--- config.mk ---
export PLATFORM = sky130hd
export DESIGN_NAME = fat_dir_entry_matcher_top_flat
export DESIGN_NICKNAME = d
export VERILOG_FILES = /design/src/fdem_pkg.sv /design/src/fdem_if.sv /design/src/fat_dir_entry_matcher_top.sv /design/src/fdem_cfg_regs.sv /design/src/flat_wrapper.sv
export SDC_FILE = /design/constraint.sdc
export NUM_CORES = 1
export LEC_CHECK = 0
export CORE_UTILIZATION = 55
export DETAILED_ROUTE_END_ITERATION = 8
export DONT_BUFFER_PORTS = 1
export PLACE_DENSITY = 0.7
export SLEW_MARGIN = 30
export SYNTH_ARGS = -nofsm -noshare
export SYNTH_HDL_FRONTEND = slang
export SYNTH_SLANG_ARGS = --single-unit
--- constraint.sdc ---
create_clock -name clk -period 6.61 [get_ports clk]
set_input_delay 0.9915 -clock clk [delete_from_list [all_inputs] [get_ports clk]]
set_output_delay 0.9915 -clock clk [all_outputs]
set_load 0.02 [all_outputs]
--- src/fdem_pkg.sv ---
// Package for the FAT directory entry matcher.
// Holds verdict codes, entry layout constants and the name config struct.
// No dependencies.
package fdem_pkg;

  typedef enum logic [1:0] {
    VERDICT_NO_MATCH = 2'd0,
    VERDICT_MATCH    = 2'd1,
    VERDICT_SKIPPED  = 2'd2,
    VERDICT_END      = 2'd3
  } verdict_t;

  typedef logic [4:0] byte_pos_t;

  localparam int unsigned ENTRY_BYTES = 32;
  localparam int unsigned NAME_BYTES  = 11;

  localparam byte_pos_t POS_LEAD   = 5'd0;
  localparam byte_pos_t POS_ATTR   = 5'd11;
  localparam byte_pos_t POS_CLU_HI0 = 5'd20;
  localparam byte_pos_t POS_CLU_HI1 = 5'd21;
  localparam byte_pos_t POS_CLU_LO0 = 5'd26;
  localparam byte_pos_t POS_CLU_LO1 = 5'd27;
  localparam byte_pos_t POS_SIZE0  = 5'd28;
  localparam byte_pos_t POS_SIZE1  = 5'd29;
  localparam byte_pos_t POS_SIZE2  = 5'd30;
  localparam byte_pos_t POS_LAST   = 5'(ENTRY_BYTES - 1);

  localparam logic [7:0] END_MARK     = 8'h00;
  localparam logic [7:0] DELETED_MARK = 8'hE5;
  localparam logic [7:0] LFN_MASK     = 8'h3F;
  localparam logic [7:0] LFN_ATTR     = 8'h0F;
  localparam logic [7:0] VOLUME_BIT   = 8'h08;
  localparam logic [7:0] CASE_MASK    = 8'hDF;

  localparam logic [63:0] NAME_BASE_RESET = 64'h2020_2020_2020_2020;
  localparam logic [23:0] NAME_EXT_RESET  = 24'h20_2020;

  // Register indexes (byte address / 8)
  localparam logic REG_NAME_BASE = 1'b0;
  localparam logic REG_NAME_EXT  = 1'b1;

  typedef struct packed {
    logic [23:0] name_extension;
    logic [63:0] name_base;
  } name_cfg_t;

endpackage

--- src/fdem_if.sv ---
// Stream channel interfaces for the FAT directory entry matcher.
// Depends on fdem_pkg for the verdict type.
interface fdem_in_if;
  logic       valid;
  logic       ready;
  logic [7:0] entry_byte;
  logic       new_scan;

  modport source (output valid, entry_byte, new_scan, input ready);
  modport sink   (input valid, entry_byte, new_scan, output ready);
endinterface

interface fdem_out_if;
  logic              valid;
  logic              ready;
  fdem_pkg::verdict_t verdict;
  logic [31:0]       first_cluster;
  logic [31:0]       file_size;

  modport source (output valid, verdict, first_cluster, file_size, input ready);
  modport sink   (input valid, verdict, first_cluster, file_size, output ready);
endinterface

--- src/fat_dir_entry_matcher_top.sv ---
// FAT32 short-name directory entry matcher: takes one directory byte per cycle, 32 bytes
// per entry, and gives one verdict per entry in the cycle after its last byte is taken. The
// rate is one byte per cycle, set by a single pass of per-byte logic between the entry
// state registers and a one-deep result register; in_ch.ready drops only while a result
// sits in that register and out_ch.ready is low. The target name is written through the
// APB port: padded name bytes 0..7 at address 0x0, extension bytes at 0x8.
// Depends on fdem_pkg, fdem_if and fdem_cfg_regs.
module fat_dir_entry_matcher_top (
  input  logic              clk,
  input  logic              rst_n,
  fdem_in_if.sink           in_ch,
  fdem_out_if.source        out_ch,
  input  logic              cfg_psel,
  input  logic              cfg_penable,
  input  logic              cfg_pwrite,
  input  logic [3:0]        cfg_paddr,
  input  logic [63:0]       cfg_pwdata,
  output logic [63:0]       cfg_prdata,
  output logic              cfg_pready
);

  fdem_pkg::name_cfg_t name_cfg;

  fdem_cfg_regs u_cfg (
    .clk      (clk),
    .rst_n    (rst_n),
    .psel     (cfg_psel),
    .penable  (cfg_penable),
    .pwrite   (cfg_pwrite),
    .paddr    (cfg_paddr),
    .pwdata   (cfg_pwdata),
    .prdata   (cfg_prdata),
    .name_cfg (name_cfg)
  );

  assign cfg_pready = 1'b1;

  // Entry state
  fdem_pkg::byte_pos_t pos_r, pos_nxt;
  logic        names_eq_r, names_eq_nxt;
  logic        ended_r, ended_nxt;
  logic [7:0]  lead_r;
  logic [7:0]  attr_r;
  logic [31:0] cluster_r;
  logic [23:0] size_r;

  // Result register
  logic               out_valid_r;
  fdem_pkg::verdict_t verdict_r, verdict_nxt;
  logic [31:0]        cluster_out_r;
  logic [31:0]        size_out_r;

  logic                in_acc;
  fdem_pkg::byte_pos_t pos_eff;
  logic                names_eq_eff;
  logic                ended_eff;
  logic [87:0]         name_vec;
  logic [7:0]          name_byte;
  logic                byte_eq;
  logic                last_byte;
  logic [7:0]          b;

  assign in_ch.ready = !out_valid_r || out_ch.ready;
  assign in_acc      = in_ch.valid && in_ch.ready;
  assign b           = in_ch.entry_byte;

  // A new scan drops the partial entry and restarts at byte 0
  assign pos_eff      = in_ch.new_scan ? fdem_pkg::POS_LEAD : pos_r;
  assign ended_eff    = in_ch.new_scan ? 1'b0 : ended_r;
  assign names_eq_eff = (pos_eff == fdem_pkg::POS_LEAD) ? 1'b1 : names_eq_r;

  assign name_vec  = {name_cfg.name_extension, name_cfg.name_base};
  assign name_byte = name_vec[8 * pos_eff[3:0] +: 8];
  assign byte_eq   = (b & fdem_pkg::CASE_MASK) == (name_byte & fdem_pkg::CASE_MASK);
  assign last_byte = (pos_eff == fdem_pkg::POS_LAST);

  always_comb begin
    names_eq_nxt = names_eq_eff;
    if (pos_eff < fdem_pkg::byte_pos_t'(fdem_pkg::NAME_BYTES)) begin
      names_eq_nxt = names_eq_eff && byte_eq;
    end
    pos_nxt = pos_eff + 5'd1;
    ended_nxt = ended_eff;
    verdict_nxt = fdem_pkg::VERDICT_NO_MATCH;
    if (ended_eff || lead_r == fdem_pkg::END_MARK) begin
      verdict_nxt = fdem_pkg::VERDICT_END;
    end else if (lead_r == fdem_pkg::DELETED_MARK) begin
      verdict_nxt = fdem_pkg::VERDICT_SKIPPED;
    end else if ((attr_r & fdem_pkg::LFN_MASK) == fdem_pkg::LFN_ATTR) begin
      verdict_nxt = fdem_pkg::VERDICT_SKIPPED;
    end else if ((attr_r & fdem_pkg::VOLUME_BIT) != 8'd0) begin
      verdict_nxt = fdem_pkg::VERDICT_SKIPPED;
    end else if (names_eq_r) begin
      verdict_nxt = fdem_pkg::VERDICT_MATCH;
    end
    if (last_byte && verdict_nxt == fdem_pkg::VERDICT_END) begin
      ended_nxt = 1'b1;
    end
  end

  always_ff @(posedge clk) begin
    if (!rst_n) begin
      pos_r      <= fdem_pkg::POS_LEAD;
      names_eq_r <= 1'b1;
      ended_r    <= 1'b0;
    end else if (in_acc) begin
      pos_r      <= pos_nxt;
      names_eq_r <= names_eq_nxt;
      ended_r    <= ended_nxt;
    end
  end

  // Field capture; every field is rewritten before the last byte of its entry
  always_ff @(posedge clk) begin
    if (in_acc) begin
      case (pos_eff)
        fdem_pkg::POS_LEAD:    lead_r           <= b;
        fdem_pkg::POS_ATTR:    attr_r           <= b;
        fdem_pkg::POS_CLU_HI0: cluster_r[23:16] <= b;
        fdem_pkg::POS_CLU_HI1: cluster_r[31:24] <= b;
        fdem_pkg::POS_CLU_LO0: cluster_r[7:0]   <= b;
        fdem_pkg::POS_CLU_LO1: cluster_r[15:8]  <= b;
        fdem_pkg::POS_SIZE0:   size_r[7:0]      <= b;
        fdem_pkg::POS_SIZE1:   size_r[15:8]     <= b;
        fdem_pkg::POS_SIZE2:   size_r[23:16]    <= b;
        default: ;
      endcase
    end
  end

  always_ff @(posedge clk) begin
    if (!rst_n) begin
      out_valid_r <= 1'b0;
    end else if (in_acc && last_byte) begin
      out_valid_r <= 1'b1;
    end else if (out_ch.ready) begin
      out_valid_r <= 1'b0;
    end
  end

  always_ff @(posedge clk) begin
    if (in_acc && last_byte) begin
      verdict_r <= verdict_nxt;
      if (verdict_nxt == fdem_pkg::VERDICT_MATCH) begin
        cluster_out_r <= cluster_r;
        size_out_r    <= {b, size_r};
      end else begin
        cluster_out_r <= 32'd0;
        size_out_r    <= 32'd0;
      end
    end
  end

  assign out_ch.valid         = out_valid_r;
  assign out_ch.verdict       = verdict_r;
  assign out_ch.first_cluster = cluster_out_r;
  assign out_ch.file_size     = size_out_r;

  a_last_byte_gives_result: assert property (
    @(posedge clk) disable iff (!rst_n)
    (in_acc && last_byte) |=> out_ch.valid
  ) else $error("last entry byte taken without a result");

  a_no_result_midentry: assert property (
    @(posedge clk) disable iff (!rst_n)
    (in_acc && !last_byte && out_ch.ready) |=> !out_ch.valid
  ) else $error("result produced without a completed entry");

  a_ended_stays_end: assert property (
    @(posedge clk) disable iff (!rst_n)
    (ended_r && in_acc && !in_ch.new_scan && last_byte) |=>
      (out_ch.verdict == fdem_pkg::VERDICT_END)
  ) else $error("entry after end of directory not reported as end");

  a_fields_zero_unless_match: assert property (
    @(posedge clk) disable iff (!rst_n)
    (out_ch.valid && out_ch.verdict != fdem_pkg::VERDICT_MATCH) |->
      (out_ch.first_cluster == 32'd0 && out_ch.file_size == 32'd0)
  ) else $error("cluster or size nonzero on a non-match verdict");

endmodule

--- src/fdem_cfg_regs.sv ---
// APB-style configuration registers holding the padded 8.3 target name.
// Depends on fdem_pkg for reset values, register indexes and name_cfg_t.
module fdem_cfg_regs (
  input  logic                clk,
  input  logic                rst_n,
  input  logic                psel,
  input  logic                penable,
  input  logic                pwrite,
  input  logic [3:0]          paddr,
  input  logic [63:0]         pwdata,
  output logic [63:0]         prdata,
  output fdem_pkg::name_cfg_t name_cfg
);

  logic [63:0] name_base_r;
  logic [23:0] name_ext_r;
  logic        wr_en;
  logic        reg_idx;

  assign reg_idx = paddr[3];
  assign wr_en   = psel && penable && pwrite;

  always_ff @(posedge clk) begin
    if (!rst_n) begin
      name_base_r <= fdem_pkg::NAME_BASE_RESET;
      name_ext_r  <= fdem_pkg::NAME_EXT_RESET;
    end else if (wr_en) begin
      case (reg_idx)
        fdem_pkg::REG_NAME_BASE: name_base_r <= pwdata;
        fdem_pkg::REG_NAME_EXT:  name_ext_r  <= pwdata[23:0];
        default: ;
      endcase
    end
  end

  always_comb begin
    case (reg_idx)
      fdem_pkg::REG_NAME_BASE: prdata = name_base_r;
      fdem_pkg::REG_NAME_EXT:  prdata = {40'd0, name_ext_r};
      default:                 prdata = 64'd0;
    endcase
  end

  assign name_cfg.name_base      = name_base_r;
  assign name_cfg.name_extension = name_ext_r;

endmodule

--- src/flat_wrapper.sv ---
// flat-port wrapper written by rule: the top's interface ports become plain ports
module fat_dir_entry_matcher_top_flat 
  (clk, rst_n, cfg_psel, cfg_penable, cfg_pwrite, cfg_paddr, cfg_pwdata, cfg_prdata, cfg_pready, in_ch_valid, in_ch_entry_byte, in_ch_new_scan, in_ch_ready, out_ch_valid, out_ch_verdict, out_ch_first_cluster, out_ch_file_size, out_ch_ready);
  fdem_in_if in_ch_i ();
  fdem_out_if out_ch_i ();
  input  logic clk;
  input  logic rst_n;
  input  logic cfg_psel;
  input  logic cfg_penable;
  input  logic cfg_pwrite;
  input  logic [3:0] cfg_paddr;
  input  logic [63:0] cfg_pwdata;
  output logic [63:0] cfg_prdata;
  output logic cfg_pready;
  input wire logic [$bits(in_ch_i.valid)-1:0] in_ch_valid;
  input wire logic [$bits(in_ch_i.entry_byte)-1:0] in_ch_entry_byte;
  input wire logic [$bits(in_ch_i.new_scan)-1:0] in_ch_new_scan;
  output wire logic [$bits(in_ch_i.ready)-1:0] in_ch_ready;
  output wire logic [$bits(out_ch_i.valid)-1:0] out_ch_valid;
  output wire logic [$bits(out_ch_i.verdict)-1:0] out_ch_verdict;
  output wire logic [$bits(out_ch_i.first_cluster)-1:0] out_ch_first_cluster;
  output wire logic [$bits(out_ch_i.file_size)-1:0] out_ch_file_size;
  input wire logic [$bits(out_ch_i.ready)-1:0] out_ch_ready;
  assign in_ch_i.valid = in_ch_valid;
  assign in_ch_i.entry_byte = in_ch_entry_byte;
  assign in_ch_i.new_scan = in_ch_new_scan;
  assign in_ch_ready = in_ch_i.ready;
  assign out_ch_valid = out_ch_i.valid;
  assign out_ch_verdict = out_ch_i.verdict;
  assign out_ch_first_cluster = out_ch_i.first_cluster;
  assign out_ch_file_size = out_ch_i.file_size;
  assign out_ch_i.ready = out_ch_ready;
  fat_dir_entry_matcher_top u_core (.clk(clk), .rst_n(rst_n), .in_ch(in_ch_i), .out_ch(out_ch_i), .cfg_psel(cfg_psel), .cfg_penable(cfg_penable), .cfg_pwrite(cfg_pwrite), .cfg_paddr(cfg_paddr), .cfg_pwdata(cfg_pwdata), .cfg_prdata(cfg_prdata), .cfg_pready(cfg_pready));
endmodule
* Yosys cells after proc, flatten, opt, wreduce, memory -nomap -nowiden
Index checks and enable logic that the tools add are counted.
Cells by class: equal/unequal tests 14, muxes and demuxes 13, $add $sub $neg 1, shift-type cells 1, reduce and logical (&&, ||, !) cells 23, $lt $le $gt $ge 1, bitwise operators 1
Operators with widths (count):
- $pmux W64 S2 | 1
- $shiftx A88 B8 Y8 | 1
- $eq A5 B5 Y1 const B | 8
- $reduce_and A2 Y1 | 11
- $eq A8 B8 Y1 const B | 1
- $logic_not A8 Y1 | 1
- $mux W2 | 4
- $eq A7 B7 Y1 | 1
- $mux W1 | 7
- $eq A6 B4 Y1 const B | 1
- $logic_and A1 B1 Y1 | 6
- $add A5 B1 Y5 const B | 1
- $eq A5 B4 Y1 const B | 1
- $logic_not A5 Y1 | 1
- $lt A5 B4 Y1 const B | 1
- $mux W5 | 1
- $eq A2 B1 Y1 const B | 1
- $eq A2 B2 Y1 const B | 1
- $logic_or A1 B1 Y1 | 2
- $reduce_bool A2 Y1 | 1
- $logic_not A1 Y1 | 1
- $not A1 Y1 | 1
Word-level totals: bits of input ports 84, word-level logic and storage cells 72, output and inout bits 133, register bits 232

* Longest topological paths before layout
Gate-level depths: netlist of the first run.
word-level depth 8, mapped depth 12, depth with buffers taken out 9

* By module
Synthesis of the first run repeated with hierarchy kept, for this count alone.
Second synthesis, totals: cells, all modules 826, area, all modules 9808.2 sq um
Modules (own cells, without submodules):
- fat_dir_entry_matcher_top | cells an instance 399, seq. area each 4093.9 sq um, times used 1, area each 5804.3 sq um
- fdem_cfg_regs | cells an instance 427, seq. area each 1761.7 sq um, times used 1, area each 4003.8 sq um

* Least setup slack after synthesis of the first run
Ideal clock, no wire load.
kind input-to-reg, start input port in_ch_new_scan, end register u_core.ended_r, path buffers 3, setup time 0.070 ns, stages on the path 12, data required time 6.540 ns, data arrival time 3.783 ns, path slack 2.757 ns, cells stage by stage buf_6 > nand2b_4 > buf_6 > inv_2 > buf_6 > ha_1 > and3_1 > ha_1 > nand2_1 > inv_1 > a22oi_1 > nor2b_1
On the way: word-level cells in the longest chain between the ends 6, elaborated cells on any way between the ends 8, those cells by class eq/ne (2); mux (4); reduce/logical (2)
Ends and longest elaborated chain:
- start: declaration | RTL line flat_wrapper.sv:17 | input wire logic [$bits(in_ch_i.new_scan)-1:0] in_ch_new_scan;
- $mux W1 | RTL line fat_dir_entry_matcher_top.sv:69 | assign ended_eff = in_ch.new_scan ? 1'b0 : ended_r;
- $logic_or A1 B1 Y1 | RTL line fat_dir_entry_matcher_top.sv:85 | if (ended_eff || lead_r == fdem_pkg::END_MARK) begin
- $mux W2 | RTL line fat_dir_entry_matcher_top.sv:85
- $eq A2 B2 Y1 | RTL line fat_dir_entry_matcher_top.sv:96 | if (last_byte && verdict_nxt == fdem_pkg::VERDICT_END) begin
- $logic_and A1 B1 Y1 | RTL line fat_dir_entry_matcher_top.sv:96
- $mux W1 (*) | RTL line fat_dir_entry_matcher_top.sv:96
- end signal: assignment | RTL line fat_dir_entry_matcher_top.sv:109 | ended_r <= ended_nxt;
- end: declaration | RTL line fat_dir_entry_matcher_top.sv:41 | logic ended_r, ended_nxt;
Every way passes the cells marked *; elsewhere a longest branch is shown, timed or not. A chain may end at the register's enable or synchronous reset.

* Worst setup path after layout of the first run
start register u_core.pos_r[1], end register u_core.size_out_r[31] (netlist: u_core.out_ch.file_size[31]) (enable)
On the way: word-level cells in the longest chain between the ends 3
Ends and longest elaborated chain:
- start: declaration | RTL line fat_dir_entry_matcher_top.sv:39 | fdem_pkg::byte_pos_t pos_r, pos_nxt;
- start signal: assignment | RTL line fat_dir_entry_matcher_top.sv:103 | pos_r <= fdem_pkg::POS_LEAD;
- start signal: assignment | RTL line fat_dir_entry_matcher_top.sv:107 | pos_r <= pos_nxt;
- $mux W5 | RTL line fat_dir_entry_matcher_top.sv:68 | assign pos_eff = in_ch.new_scan ? fdem_pkg::POS_LEAD : pos_r;
- $eq A5 B5 Y1 | RTL line fat_dir_entry_matcher_top.sv:75 | assign last_byte = (pos_eff == fdem_pkg::POS_LAST);
- $logic_and A1 B1 Y1 | RTL line fat_dir_entry_matcher_top.sv:142 | if (in_acc && last_byte) begin
- end signal: assignment | RTL line fat_dir_entry_matcher_top.sv:146 | size_out_r <= {b, size_r};
- end: declaration | RTL line fat_dir_entry_matcher_top.sv:51 | logic [31:0] size_out_r;
No other way between the ends.

==> results of run 1 <==
-- cell type report --
class                   instances  area (um2)
clock buffers                  37         687
clock inverters                 5        50.0
fillers                      1381        6720
inverters                      11        41.3
multi-input cells             575        3520
flip-flops and latches        227        5860
well taps                     225         282
repair buffers                  8        75.1
-- metrics by stage --
| stage | worst slack (ns) | util (%) | instances | power, mW |
|---|---|---|---|---|
| 3_3_place_gp | 3.33 | 56.5 | 1044 | 1.66 |
| 6_report | 3.30 | 61.0 | 1088 | 2.89 |
| 3_5_place_dp | 3.26 | 56.6 | 1045 | 1.67 |
| 5_1_grt | 3.03 | 61.0 | 1088 | 2.99 |
| 2_1_floorplan | 2.76 | - | 869 | 1.66 |
| 4_1_cts | 3.33 | 60.9 | 1087 | 2.91 |
-- cells by family (layout without fill, tap and decap cells) --
| family | after synthesis | count (layout) | share of synthesized area (%) |
|---|---|---|---|
| DFF | 227 | 227 | 60.6 |
| and+or+nand+nor | 397 | 397 | 19.9 |
| AOI/OAI and AO/OA | 119 | 119 | 9.72 |
| buffers and inverters | 67 | 61 | 3.28 |
| muxes | 47 | 47 | 5.27 |
| other | 1 | 1 | 0.0388 |
| adders and majority gates | 4 | 4 | 0.518 |
| xor gates and xnor gates | 7 | 7 | 0.635 |
-- worst max path at each step --
stage / to / cells past startpoint / from / slack (ns)
after CTS: u_core.out_ch.file_size[31] / 8 / u_core.pos_r[1] / 3.33
final: u_core.out_ch.file_size[31] / 8 / u_core.pos_r[1] / 3.30
after floorplan: u_core.ended_r / 12 / in_ch_new_scan / 2.76
after detailed placement: u_core.out_ch.first_cluster[12] / 8 / in_ch_new_scan / 3.26
after global routing: u_core.out_ch.first_cluster[0] / 8 / u_core.pos_r[1] / 3.03
after global placement: u_core.out_ch.first_cluster[19] / 8 / in_ch_new_scan / 3.33
-- per-layer routing --
metal,vias to the layer above,share of wire (%),wire [um]
met4,0,2.8,605
li1,2935,-,-
met1,2900,39,8380
met2,258,51,10900
met3,46,7.6,1640
met5,-,0,0
-- cell usage after synthesis, types with 2 or more instances --
| library cell | n |
|---|---|
| nor2b_1 | 48 |
| a32oi_1 | 2 |
| clkbuf_1 | 43 |
| nor3_1 | 7 |
| or3_1 | 3 |
| buf_4 | 2 |
| mux2i_1 | 19 |
| xor2_1 | 3 |
| a221oi_2 | 2 |
| o2111ai_1 | 2 |
| nand2b_1 | 4 |
| nor2_1 | 12 |
| buf_6 | 7 |
| and2_1 | 65 |
| edfxtp_1 | 131 |
| a21oi_1 | 3 |
| a21boi_0 | 80 |
| mux2_2 | 27 |
| nand3_1 | 20 |
| a31oi_1 | 6 |
| o21ai_0 | 8 |
| a221oi_1 | 5 |
| inv_1 | 8 |
| nor4_1 | 2 |
| a211oi_1 | 2 |
| and3_1 | 10 |
| xnor2_1 | 4 |
| nand2_1 | 214 |
| a22oi_1 | 3 |
| nand4_1 | 5 |
| inv_2 | 3 |
| dfxtp_1 | 96 |
| buf_2 | 4 |
| ha_1 | 4 |
| a2111oi_4 | 2 |
-- worst reg2reg max path: cells and delay by family (launching register included) --
kind                       cells  cell delay [ns]
and+or+nand+nor                3             0.55
DFF                            1             0.92
buffers and inverters          3             1.05
adders and majority gates      2             0.40
-- sequential cells by signal, indices dropped and copies added, names as in the netlist, 5 cells and up --
signal and cells:
u_core.u_cfg.name_base_r 64, u_core.cluster_r 32, u_core.out_ch.file_size 32, u_core.out_ch.first_cluster 32, u_core.size_r 24, u_core.u_cfg.name_ext_r 24
u_core.lead_r 8, u_core.pos_r 5
-- power by group --
| part | internal, mW | switching (mW) |
|---|---|---|
| combinational | 0.0488 | 0.0680 |
| clock | 0.750 | 0.504 |
| sequential | 1.51 | 0.0149 |
-- cell usage in the layout, fill, tap and decap left out, types with 19 or more instances in the layout --
master     instances
nand2_1          214
mux2_2            27
and2_1            65
clkbuf_16         25
dfxtp_1           96
nand3_1           20
a21boi_0          80
mux2i_1           19
edfxtp_1         131
nor2b_1           48
==> flow_summary.ini, run 1 <==
[floorplan]
die_area_um2 = 18100
ios = 217
rows = 48
fp.dieW_um = 135
die_y_um = 135
initial_utilization_pct = 56.0
core_area_um2 = 17200

[sta]
finalSetupViolCount = 0
finClkSkew_ns = 0.0133
worst_pin_slew_ns = 0.922
finalHoldViolCount = 0
layout_min_cycle_time_ns = 3.31
slew_viol_final = 0
min_period_over_period_pct = 50.1
fmax_ghz = 0.302
rsz0062_at_grt = no
hold_slack_ns = 0.464
final.setup.tns_ns = 0
maxSlewHeadroom_pct = 38.5

[global_routing]
grt_pass1_wl_um = 33400
grt_usage_pct = 23.8
use_met3_pct = 6.01
grt_antenna_before_repair = 0
first_global_vias = 6038
grt_util_met2_pct = 42.3
gr-usage-met1_pct = 28.3
grt-ovfl-total = 0
grt_start_max_net_pins = 98
busiest_layer = met2

[routing]
drt_iter0_markers = 424
wl_per_cell_um = 19.8
drc = 0
routed_wl_um = 21600
vias = 6139
ant_nets = 0
dr.pass1.iters = 5
avgViaCountPerCell = 5.64

[clocking]
clock-root-buffer = clkbuf_16
clock-sinks = 227
clock_latency_ns = 0.51
postCtsHoldBufs = 0
cts_tree = yes
path_clk_slew_ns = 0.06
h-tree-depth = 1
numCtsBuffers = 24
postCtsSetupBuffers = 0
cts_resized = 0
cts.path.max_buffers = 3

[logic_synthesis]
synth-edff-count = 131
synthDistinctLibCells = 48
ys.flop_type = edfxtp_1
yosys.area.top_type_share_pct = 40.7
yosys-top-cells-area = edfxtp_1 (41%), dfxtp_1 (20%), nand2_1 (8.3%)
synth-seq-cells = 227
ys_seq_area_share_pct = 60.6
synth_cells = 869
yosys_warnings = 0
synth_top_area_cell = edfxtp_1
synth_nets = 957
synthArstFlopShare_pct = 0
avgSynthCellArea_um2 = 11.1
synth_area_um2 = 9660

[worst_setup_path]
path_class = reg2reg
slowest_delay_ns = 0.92
reg2reg_to = u_core.out_ch.file_size[31]
reg2reg_depth = 8
cp.required_ns = 6.75
path_buf_inv = 3
critPathSlowestCell = dfxtp_1
cpLargestDelayFamily = buffers and inverters
arrival_ns = 3.45
path_cells = inv_2 -> nor2_4 -> ha_1 -> and3_1 -> ha_1 -> nand2_1 -> inv_2 -> buf_4
ff2ff_setup_slack_ns = 3.30
path_max_fanout = 53
crit_path_end_kind = register
cp-start-kind = register
regToRegStartpoint = u_core.pos_r[1]

[layout]
antenna_cells = 0
fin_area_um2 = 10500
final_nets = 935
areaGrowthSynthToFinish_pct = 8.86
drive_gt1_share_pct = 10.7

[hold_path]
whs_path_depth = 2
hold_start = u_core.u_cfg.name_base_r[53]
whs_endpoint = u_core.u_cfg.name_base_r[53]
min_path_type = reg2reg

[pwr]
power_density_nw_per_um2 = 275
leakage_nw = 3.58
peakVddDrop_v = 0.000179

[place]
io_buffers = 0
place_area_um2 = 9750
gp_congestion = 0.960
hpwl_um = 14800

[run]
drv_cap = 0

[outcome]
outcome = completed
Power figures use the tool's default switching activity.
==> inputs of run 2 (changes only) <==
==> constraint.sdc (replaced) <==
create_clock -name clk -period 3.1 [get_ports clk]
set_input_delay 0.465 -clock clk [delete_from_list [all_inputs] [get_ports clk]]
set_output_delay 0.465 -clock clk [all_outputs]
set_load 0.02 [all_outputs]
==> run 2 against run 1 <==
Compared with the run above:
- sequential power increased by 110%
- sequential cell count unchanged
- non-clock buffer count increased by 6
- clock power increased by 110%
- design area increased by 0.17%
- sequential share of layout area decreased by 0.093 points
- count of clock-buffer cells in the layout decreased by 13
- largest cell class unchanged
==> flow_summary.ini, run 2 (same netlist as run 1, synthesis figures left out) <==
[worst_setup_path]
cp-start-kind = register
critPathLaunch = u_core.pos_r[2]
path_class = reg2reg
regToRegStartpoint = u_core.pos_r[2]
crit_path_end_kind = register
arrival_ns = 2.83
cp.required_ns = 3.51
path_max_fanout = 17

[routing]
ant_nets = 0
drc = 0
avgViaCountPerCell = 5.63
drt_iter0_markers = 386
wl_per_cell_um = 19.5
routed_wl_um = 21300
vias = 6147
dr.pass1.iters = 5

[layout]
fin_util_pct = 61.1
areaGrowthSynthToFinish_pct = 9.04
multi_input_area_um2 = 3510
drive_gt1_share_pct = 10.4
regMostFlops = u_core.u_cfg.name_base_r
largest_register_ffs = 64
antenna_cells = 0
final_cell_mix = nand2_1 (214), edfxtp_1 (131), dfxtp_1 (96)
seq_area_um2 = 5860
final_nets = 940
fillCellCount = 1357
layout_commonest_cell = nand2_1

[pwr]
peakVddDrop_v = 0.000411
power_frac_clock_pct = 43.0
p_sw_share_pct = 20.0
power_density_nw_per_um2 = 582
p_int_mw = 4.91
p_seq_share_pct = 52.8
p_switching_mw = 1.22
leakage_nw = 3.57
pwr-share-comb_pct = 4.2

[global_routing]
grt_usage_pct = 23.4
grt_start_max_net_pins = 98
grt_antenna_before_repair = 0
grt_pass1_wl_um = 32800
first_global_vias = 6072
grt-ovfl-total = 0

[sta]
min_period_over_period_pct = 77.8
worst_pin_slew_ns = 0.803
final.setup.tns_ns = 0
finalSetupViolCount = 0
finClkSkew_ns = 0.0105
maxSlewHeadroom_pct = 45.9
fin_ws_ns = 0.689
hold_slack_ns = 0.0713
layout_min_cycle_time_ns = 2.41
finalHoldViolCount = 0
slew_viol_final = 0
rsz0062_at_grt = no
fmax_ghz = 0.415

[floorplan]
die_area_um2 = 18100
ios = 217
initial_utilization_pct = 56.0
core_area_um2 = 17200
fp.dieW_um = 135
rows = 48
die_y_um = 135

[hold_path]
hold_start = in_ch_entry_byte[4]
min_path_type = in2reg

[clocking]
cts.path.max_buffers = 3
postCtsSetupBuffers = 0
clock-sinks = 227
clock-root-buffer = clkbuf_16
h-tree-depth = 1
path_clk_slew_ns = 0.06
clock_latency_ns = 0.49
postCtsHoldBufs = 0
cts_tree = yes
numCtsBuffers = 23
cts_resized = 0

[place]
gp_congestion = 0.943
place_worst_setup_slack_ns = 0.731
hpwl_um = 14700
io_buffers = 0

[outcome]
outcome = completed

[run]
drv_cap = 0
run 2: cell count changes in the layout (fill, tap and decap cells not counted), moves of 5 or more:
cell      delta
clkinv_1     +9
buf_4        +7
clkbuf_1     -5
clkbuf_2     -5
run 2: worst max-delay path: stages (launching register included):
cell and delay, ns:
dfxtp_1 0.69, nor3_1 0.15, or2_2 0.35, a32o_1 0.23, nor4_1 0.29, xor2_1 0.11, or4_4 0.43, o22ai_2 0.10
run 2: area by class of cell:
cell class	instances	share of cell area, %
Clock inverter	15	1.35
Clock buffer	24	5.50
Timing Repair Buffer	14	1.12
Inverter	11	0.428
Multi-Input combinational cell	575	33.3
Tap cell	225	2.67
Sequential cell	227	55.6
run 2: layer usage:
metal  wire, um  global-route usage [%]  part of all wire [%]  up-vias
met5          0                       0                     0        -
met4        666                    8.93                   3.1        0
met3       1580                    6.04                   7.4       43
met2      10600                    40.6                    50      234
met1       8460                    27.8                    40     2932
li1           -                       -                     -     2938
run 2: power by group through the flow:
stage,registers [mW],clock network (mW),logic (mW)
2_1_floorplan,3.29,0,0.248
3_3_place_gp,3.30,0,0.247
3_5_place_dp,3.30,0,0.254
4_1_cts,3.24,2.69,0.255
5_1_grt,3.24,2.80,0.279
6_report,3.24,2.64,0.255
run 2: path summary, 6_finish.rpt:
kind              slack (ns)                           end  depth (start not counted)
hold / removal          0.07           u_core.cluster_r[4]                          0
setup reg to reg        0.69             u_core.names_eq_r                          7
hold reg to reg         0.47  u_core.u_cfg.name_base_r[37]                          2
setup / recovery        0.69             u_core.names_eq_r                          7
run 2: metrics by stage:
step | area (um2) | instances | power [mW]
2_1_floorplan | 9660 | 869 | 3.54
3_3_place_gp | 9810 | 1052 | 3.55
3_5_place_dp | 9810 | 1052 | 3.56
4_1_cts | 10500 | 1091 | 6.19
5_1_grt | 10500 | 1091 | 6.33
6_report | 10500 | 1091 | 6.13
==> inputs of run 3 (changes only) <==
--- a/config.mk
+++ b/config.mk
@@ -8,7 +8,7 @@
 export CORE_UTILIZATION = 55
 export DETAILED_ROUTE_END_ITERATION = 8
 export DONT_BUFFER_PORTS = 1
-export PLACE_DENSITY = 0.7
+export PLACE_DENSITY = 0.73
 export SLEW_MARGIN = 30
 export SYNTH_ARGS = -nofsm -noshare
 export SYNTH_HDL_FRONTEND = slang
==> constraint.sdc (replaced) <==
create_clock -name clk -period 2.2 [get_ports clk]
set_input_delay 0.33 -clock clk [delete_from_list [all_inputs] [get_ports clk]]
set_output_delay 0.33 -clock clk [all_outputs]
set_load 0.02 [all_outputs]
==> run 3 against run 2 <==
Compared with the run above:
- total power grew 49%
- clock power grew 53%
- cell count grew 9.3%
- count of clock-buffer cells in the layout up 17
- first-iteration DRC count is 16% higher
- critical endpoint unchanged
- highest routed layer unchanged
- critical path type unchanged
- non-clock buffer count grew 96
==> flow_summary.ini, run 3 (same netlist as run 1, synthesis figures left out) <==
[sta]
layout_min_cycle_time_ns = 2.10
min_period_over_period_pct = 95.5
hold_slack_ns = 0.0279
fmax_ghz = 0.476
rsz0062_at_grt = no
finClkSkew_ns = 0.0163
slew_viol_final = 0
finalHoldViolCount = 0
fin_ws_ns = 0.0989
maxSlewHeadroom_pct = 65.7
final.setup.tns_ns = 0
finalSetupViolCount = 0
worst_pin_slew_ns = 0.514

[clocking]
clock-root-buffer = clkbuf_16
numCtsBuffers = 24
h-tree-depth = 1
clock_latency_ns = 0.51
cts.path.max_buffers = 3
cts_tree = yes
path_clk_slew_ns = 0.06
clock-sinks = 227

[worst_setup_path]
path_class = reg2reg
path_max_fanout = 9
reg2reg_depth = 8
regToRegStartpoint = u_core.pos_r[1]
cp.required_ns = 2.63
reg2reg_to = u_core.names_eq_r
arrival_ns = 2.53
crit_path_end_kind = register
cpLargestDelayFamily = simple AND/OR/NAND/NOR gates
critPathSlowestCell = or4_4
cp-start-kind = register
path_cells = buf_6 -> mux2_4 -> a221oi_2 -> a31oi_1 -> nand4_1 -> xnor2_1 -> or4_4 -> o22ai_2
slowest_delay_ns = 0.47
ff2ff_setup_slack_ns = 0.1
path_buf_inv = 1

[layout]
fillCellCount = 1195
fin_util_pct = 67.6
final_nets = 1037
final_cell_mix = nand2_1 (213), edfxtp_1 (131), dfxtp_1 (95)
layout_commonest_cell = nand2_1
areaGrowthSynthToFinish_pct = 20.7
antenna_cells = 0
largest_register_ffs = 64
regMostFlops = u_core.u_cfg.name_base_r
drive_gt1_share_pct = 14.0

[place]
hpwl_um = 15400
place_worst_setup_slack_ns = 0.00630
gp_congestion = 0.890
io_buffers = 0

[hold_path]
whs_path_depth = 2
min_path_type = in2reg
whs_endpoint = u_core.u_cfg.name_base_r[38]
hold_start = cfg_pwdata[38]

[routing]
routed_wl_um = 24100
ant_nets = 0
drt_iter0_markers = 449
vias = 6695
dr.pass1.iters = 5
avgViaCountPerCell = 5.62
wl_per_cell_um = 20.2
drc = 0

[floorplan]
rows = 48
die_y_um = 135
die_area_um2 = 18100
fp.dieW_um = 135
core_area_um2 = 17200
ios = 217
initial_utilization_pct = 56.0

[global_routing]
grt_start_max_net_pins = 91
grt-ovfl-total = 0
grt_usage_pct = 26.5
first_global_vias = 6633
grt_pass1_wl_um = 36600
grt_antenna_before_repair = 0

[pwr]
peakVddDrop_v = 0.000531
power_density_nw_per_um2 = 786
leakage_nw = 4.09

[outcome]
outcome = completed

[run]
drv_cap = 0
-- run 3: cell count changes in the layout (fill, tap and decap cells not counted), moves of 5 or more --
cell / before / now
clkbuf_16: 23 / 29
dlygate4sd3_1: 0 / 71
buf_4: 13 / 33
clkinv_1: 9 / 0
clkbuf_8: 0 / 5
-- run 3: layout make-up --
class                           count  area, um2  area share (%)
Multi-Input combinational cell    575       3560            30.6
Clock inverter                      3       15.0           0.129
Sequential cell                   227       5860            50.3
Timing Repair Buffer              110       1080            9.29
Clock buffer                       41        807            6.92
Tap cell                          225        282            2.42
Inverter                           11       47.5           0.408
-- run 3: worst max path at each step --
stage                          startpoint                           to  slack (ns)  cells past startpoint
after floorplan            in_ch_new_scan               u_core.ended_r       -0.55                     12
after global placement    u_core.pos_r[1]            u_core.names_eq_r        0.05                      7
after CTS                 u_core.pos_r[1]  u_core.out_ch.file_size[17]        0.04                      9
after global routing      u_core.pos_r[0]            u_core.names_eq_r       0.009                      8
after detailed placement  u_core.pos_r[1]            u_core.names_eq_r       0.006                      7
final                     u_core.pos_r[1]            u_core.names_eq_r         0.1                      8
-- run 3: per-layer routing --
| metal | vias up | global-route usage (%) | share of wire [%] |
|---|---|---|---|
| met3 | 56 | 4.88 | 6.6 |
| met2 | 310 | 47.3 | 51 |
| met5 | - | 0 | 0 |
| met1 | 3180 | 32.2 | 39 |
| li1 | 3149 | - | - |
| met4 | 0 | 8.99 | 2.8 |
-- run 3: through the flow --
stage | power (mW) | cell area (um2) | std cells
2_1_floorplan | 4.99 | 9720 | 869
3_3_place_gp | 5.04 | 10000 | 1075
3_5_place_dp | 5.05 | 10000 | 1075
4_1_cts | 9.22 | 11600 | 1191
5_1_grt | 9.42 | 11700 | 1192
6_report | 9.16 | 11700 | 1192
-- run 3: report_power, final --
part	leakage [nW]	internal (mW)	total (mW)	switching, mW
Sequential	1.97	4.53	4.57	0.0389
Clock	0.415	2.49	4.03	1.55
Combinational	1.70	0.262	0.562	0.300
-- run 3: repair_timing --
action                                 in CTS  in global routing
resized for setup                           1                  4
buffers inserted                            0                  0
cloned                                      0                  1
hold buffers                               72                  0
endpoints found under the hold margin     158                  0
setup endpoints to repair                   1                 57
